===== src/knn_pkg.sv =====
package knn_pkg;
    localparam int IdW   = 24;
    localparam int DistW = 39;

    typedef enum logic [1:0] {
        REQ_QUERY = 2'd0,
        REQ_CAND  = 2'd1,
        REQ_END   = 2'd2,
        REQ_NONE  = 2'd3
    } req_t;

    typedef struct packed {
        logic [1:0]  req_type;
        logic [6:0]  elem_pos;
        logic signed [15:0] elem_value;
        logic [23:0] cand_id;
        logic        last_elem;
    } in_item_t;

    typedef struct packed {
        logic        found;
        logic [5:0]  rank;
        logic [23:0] neighbor_id;
        logic [38:0] neighbor_dist;
        logic        last;
    } out_item_t;

    typedef struct packed {
        logic [DistW-1:0] sq_dist;
        logic [IdW-1:0]   id;
    } entry_t;
endpackage


===== src/knn_dist.sv =====
module knn_dist #(
    parameter int DIM = 128
) (
    input  logic                 aclk,
    input  logic                 aresetn,
    input  logic                 q_we,
    input  logic [6:0]           pos,
    input  logic signed [15:0]   value,
    input  logic                 cand_en,
    input  logic                 clr,
    output logic [38:0]          cand_dist
);
    import knn_pkg::*;
    localparam int AW = (DIM > 1) ? $clog2(DIM) : 1;

    logic signed [15:0] qmem [DIM];
    logic signed [15:0] q_rd_reg;
    logic signed [15:0] v_reg;
    logic               d_vld_reg;
    logic               in_rng;
    logic [AW-1:0]      addr;
    logic signed [16:0] diff;
    logic [16:0]        mag;
    logic [33:0]        sq;
    logic [39:0]        sum;
    logic [38:0]        acc_reg, acc_next;
    logic               init_reg;
    logic [AW-1:0]      init_cnt_reg;

    assign in_rng = ({25'd0, pos} < DIM);
    assign addr   = AW'(pos);

    always_ff @(posedge aclk) begin
        if (!aresetn) begin
            init_reg     <= 1'b1;
            init_cnt_reg <= '0;
        end else if (init_reg) begin
            init_cnt_reg <= init_cnt_reg + 1'b1;
            if ({{(32-AW){1'b0}}, init_cnt_reg} == DIM - 1) init_reg <= 1'b0;
        end
    end

    always_ff @(posedge aclk) begin
        if (init_reg) qmem[init_cnt_reg] <= '0;
        else if (q_we && in_rng) qmem[addr] <= value;
        q_rd_reg <= qmem[addr];
        v_reg    <= value;
    end

    always_ff @(posedge aclk) begin
        if (!aresetn) d_vld_reg <= 1'b0;
        else d_vld_reg <= cand_en && in_rng;
    end

    assign diff = 17'(q_rd_reg) - 17'(v_reg);
    assign mag  = diff[16] ? 17'(-diff) : 17'(diff);
    assign sq   = mag * mag;
    assign sum  = {1'b0, acc_reg} + {6'd0, sq};

    always_comb begin
        acc_next = acc_reg;
        if (d_vld_reg) acc_next = sum[39] ? '1 : sum[38:0];
        if (clr) acc_next = '0;
    end

    always_ff @(posedge aclk) begin
        if (!aresetn) acc_reg <= '0;
        else acc_reg <= acc_next;
    end

    assign cand_dist = d_vld_reg ? (sum[39] ? '1 : sum[38:0]) : acc_reg;
endmodule


===== config.mk =====
export PLATFORM = sky130hd
export DESIGN_NAME = knn_dist
export DESIGN_NICKNAME = d
export VERILOG_FILES = /design/src/knn_pkg.sv /design/src/knn_dist.sv
export SDC_FILE = /design/constraint.sdc
export NUM_CORES = 2
export LEC_CHECK = 0
export BUFFER_PORTS_ARGS = -buffer_cell sky130_fd_sc_hd__buf_2
export CORE_MARGIN = 8
export CORE_UTILIZATION = 29
export DETAILED_ROUTE_END_ITERATION = 10
export GPL_TIMING_DRIVEN = 0
export PLACE_DENSITY_LB_ADDON = 0.08
export SLEW_MARGIN = 5
export SYNTH_ARGS = -nofsm -noshare
export SYNTH_HDL_FRONTEND = slang
export SYNTH_SLANG_ARGS = --single-unit

===== constraint.sdc =====
create_clock -name aclk -period 14.31 [get_ports aclk]
set_clock_uncertainty 0.15 [all_clocks]
set_input_delay 1.431 -clock aclk [delete_from_list [all_inputs] [get_ports aclk]]
set_output_delay 1.431 -clock aclk [all_outputs]
set_load 0.05 [all_outputs]

==> flow_summary.json <==
{
  "antenna_found_initial": 41,
  "vias": 45929,
  "clkTransAtPathRegs_ns": 0.06,
  "finalWirelength_um": 287800,
  "synth_top_area_cell": "edfxtp_1",
  "netlist_area_um2": 92090,
  "path_class": "flop to primary output",
  "place_hpwl_um": 210100,
  "synth.avg_cell_area_um2": 19.77,
  "yosys_warnings": 0,
  "syn2layout_area_growth_pct": 17.79,
  "clock_latency_ns": 0.91,
  "hp-class": "flop to flop",
  "syn_inst": 4658,
  "rows": 207,
  "worstPathRequired_ns": 12.73,
  "grt_pass1_vias": 48296,
  "grt_overflow": 0,
  "placed_area_um2": 100900,
  "cts_tree": "yes",
  "num-fill-cells": 30013,
  "design.core.area_um2": 317000,
  "cpMostUsedCell": "fa_1",
  "via_per_inst": 4.828,
  "path_buf_inv": 9,
  "fin_nets": 5509,
  "start_util_pct": 29.05,
  "hold_violations": 0,
  "critical_path.slowest_cell": "xnor2_1",
  "grtUsageTotal_pct": 16.96,
  "outcome": "finished clean",
  "synthArstFlopShare_pct": 0,
  "cts_max_level": 4,
  "critPathMaxStageDelay_ns": 1.04,
  "tightest_slew_ns": 1.354,
  "final_area_um2": 108500,
  "dieArea_um2": 335900,
  "crit_path_end_kind": "primary output",
  "clock_path_buffers": 4,
  "maxSlewViolCount": 0,
  "synth_top_area_share_pct": 66.78,
  "drive_gt1_share_pct": 28.66,
  "port_buffers": 60,
  "critPathMaxFanout": 10,
  "post-route-period-util_pct": 95.48,
  "place.gp.congestion": 0.8285,
  "drtIter0Drc": 4112,
  "synth_seq_cells": 2128,
  "slew_headroom_pct": 9.101,
  "ant_nets": 0,
  "drc": 0,
  "grt_pass1_wl_um": 399400,
  "critPathTopFamily": "adder cells",
  "grt_max_degree": 73,
  "ys_seq_area_share_pct": 68.52,
  "synth-edff-count": 2048,
  "numCtsBuffers": 240,
  "rsz0062_at_grt": "false",
  "yosys-top-cells-area": "edfxtp_1 67%, mux4_2 16%, fa_1 4.9%",
  "clock_sinks": 2128,
  "cp-start-kind": "flop",
  "dr.pass1.iters": 5,
  "largest_register_ffs": 2048,
  "die_w_um": 579.5,
  "yosysMostFrequentCell": "edfxtp_1",
  "synth_ff_type": "edfxtp_1",
  "cts_hold_buf": 0,
  "arrival_ns": 12.08,
  "die_h_um": 579.5,
  "fin_setup_tns_ns": 0,
  "synth_cell_types": 92,
  "cts-root-buf": "clkbuf_16",
  "fmax_mhz": 73.19,
  "setup_violations": 0,
  "io_pins": 67,
  "wl_per_cell_um": 30.25,
  "post-route-min-period_ns": 13.66,
  "ys_top_cells_by_count": "2,048 x edfxtp_1, 672 x mux4_2, 384 x inv_1",
  "cap_violations": 0
}
[worst paths after layout]
kind                                             start                      to  slack [ns]  depth (start not counted)
worst max-delay path               q_rd_reg[0]$_DFF_P_            cand_dist[9]        0.65                         34
worst max register to register     q_rd_reg[0]$_DFF_P_  acc_reg[22]$_SDFF_PP0_        3.26                         33
worst min-delay path            acc_reg[35]$_SDFF_PP0_  acc_reg[35]$_SDFF_PP0_        0.38                          2
worst min register to register  acc_reg[35]$_SDFF_PP0_  acc_reg[35]$_SDFF_PP0_        0.38                          2
[repair_timing]
| item | 4_1_cts | 5_1_grt |
|---|---|---|
| setup buffers | 0 | 0 |
| setup endpoints to repair | 0 | 23 |
| endpoints found under the hold margin | 0 | 0 |
| gates resized for setup | 0 | 2 |
[area by class of cell]
cell class,instances,area [um^2],share of cell area (%)
Antenna cell,17,42.54,0.03922
Clock buffer,304,6287,5.796
Clock inverter,128,1201,1.107
Timing Repair Buffer,217,3144,2.899
Inverter,392,1471,1.356
Buffer,221,974.7,0.8985
Tap cell,4180,5230,4.821
Multi-Input combinational cell,1927,27020,24.91
Sequential cell,2128,63100,58.17
[metrics by stage]
stage / setup WS, ns / hold slack [ns] / cells / util, %
after CTS: 0.2328 / 0.3840 / 9497 / 34.20
after floorplan: 3.601 / 0.3292 / 4668 / -
final: 0.6461 / 0.3824 / 9514 / 34.22
after global placement: 1.194 / 0.3688 / 8908 / 30.81
after global routing: 0.1339 / 0.3967 / 9498 / 34.21
after detailed placement: 1.245 / 0.3736 / 9065 / 31.84
[tightest hold or removal path, cell delays in order (launching register included)]
cell and delay (ns):
dfxtp_1 0.32, nand2_1 0.08, a31oi_1 0.08
[cell usage in the layout (no fill, tap or decap), types with 23 or more instances in the layout]
master        n
mux4_2      672
o21ai_0      32
nand3_1      24
ha_1        129
nor2_2      121
clkinv_2     39
edfxtp_1   2048
nor2_1       89
nand2_1     151
clkbuf_1    167
buf_16       35
clkbuf_16   241
and2_1       29
dfxtp_1      80
inv_1       384
buf_2       124
a21oi_1      42
a21o_1       28
xnor2_1      40
clkinv_1     58
xor2_1       26
o221a_2      23
buf_8       100
fa_1        225
[per-layer routing]
layer	part of all wire, %	track usage, %	vias up
met5	0.0042	0	-
met1	44	23.12	25120
met2	49	28.60	1021
li1	-	-	19434
met4	2.8	4.492	2
met3	4.6	2.297	352
[logic make-up after synthesis]
logic type | count (synthesis) | share of synthesized area [%]
flip-flops | 2128 | 68.52
adder cells (fa/ha/maj) | 354 | 6.644
buffers and inverters | 613 | 2.623
other | 2 | 0.008155
multiplexers | 697 | 16.73
AO/OA/AOI/OAI | 247 | 2.058
XOR/XNOR | 68 | 0.6549
AND/OR/NAND/NOR | 549 | 2.763
Power is left out: the tool's default activity adds up to more than one toggle a clock period on the data nets, which glitch-free logic cannot reach.
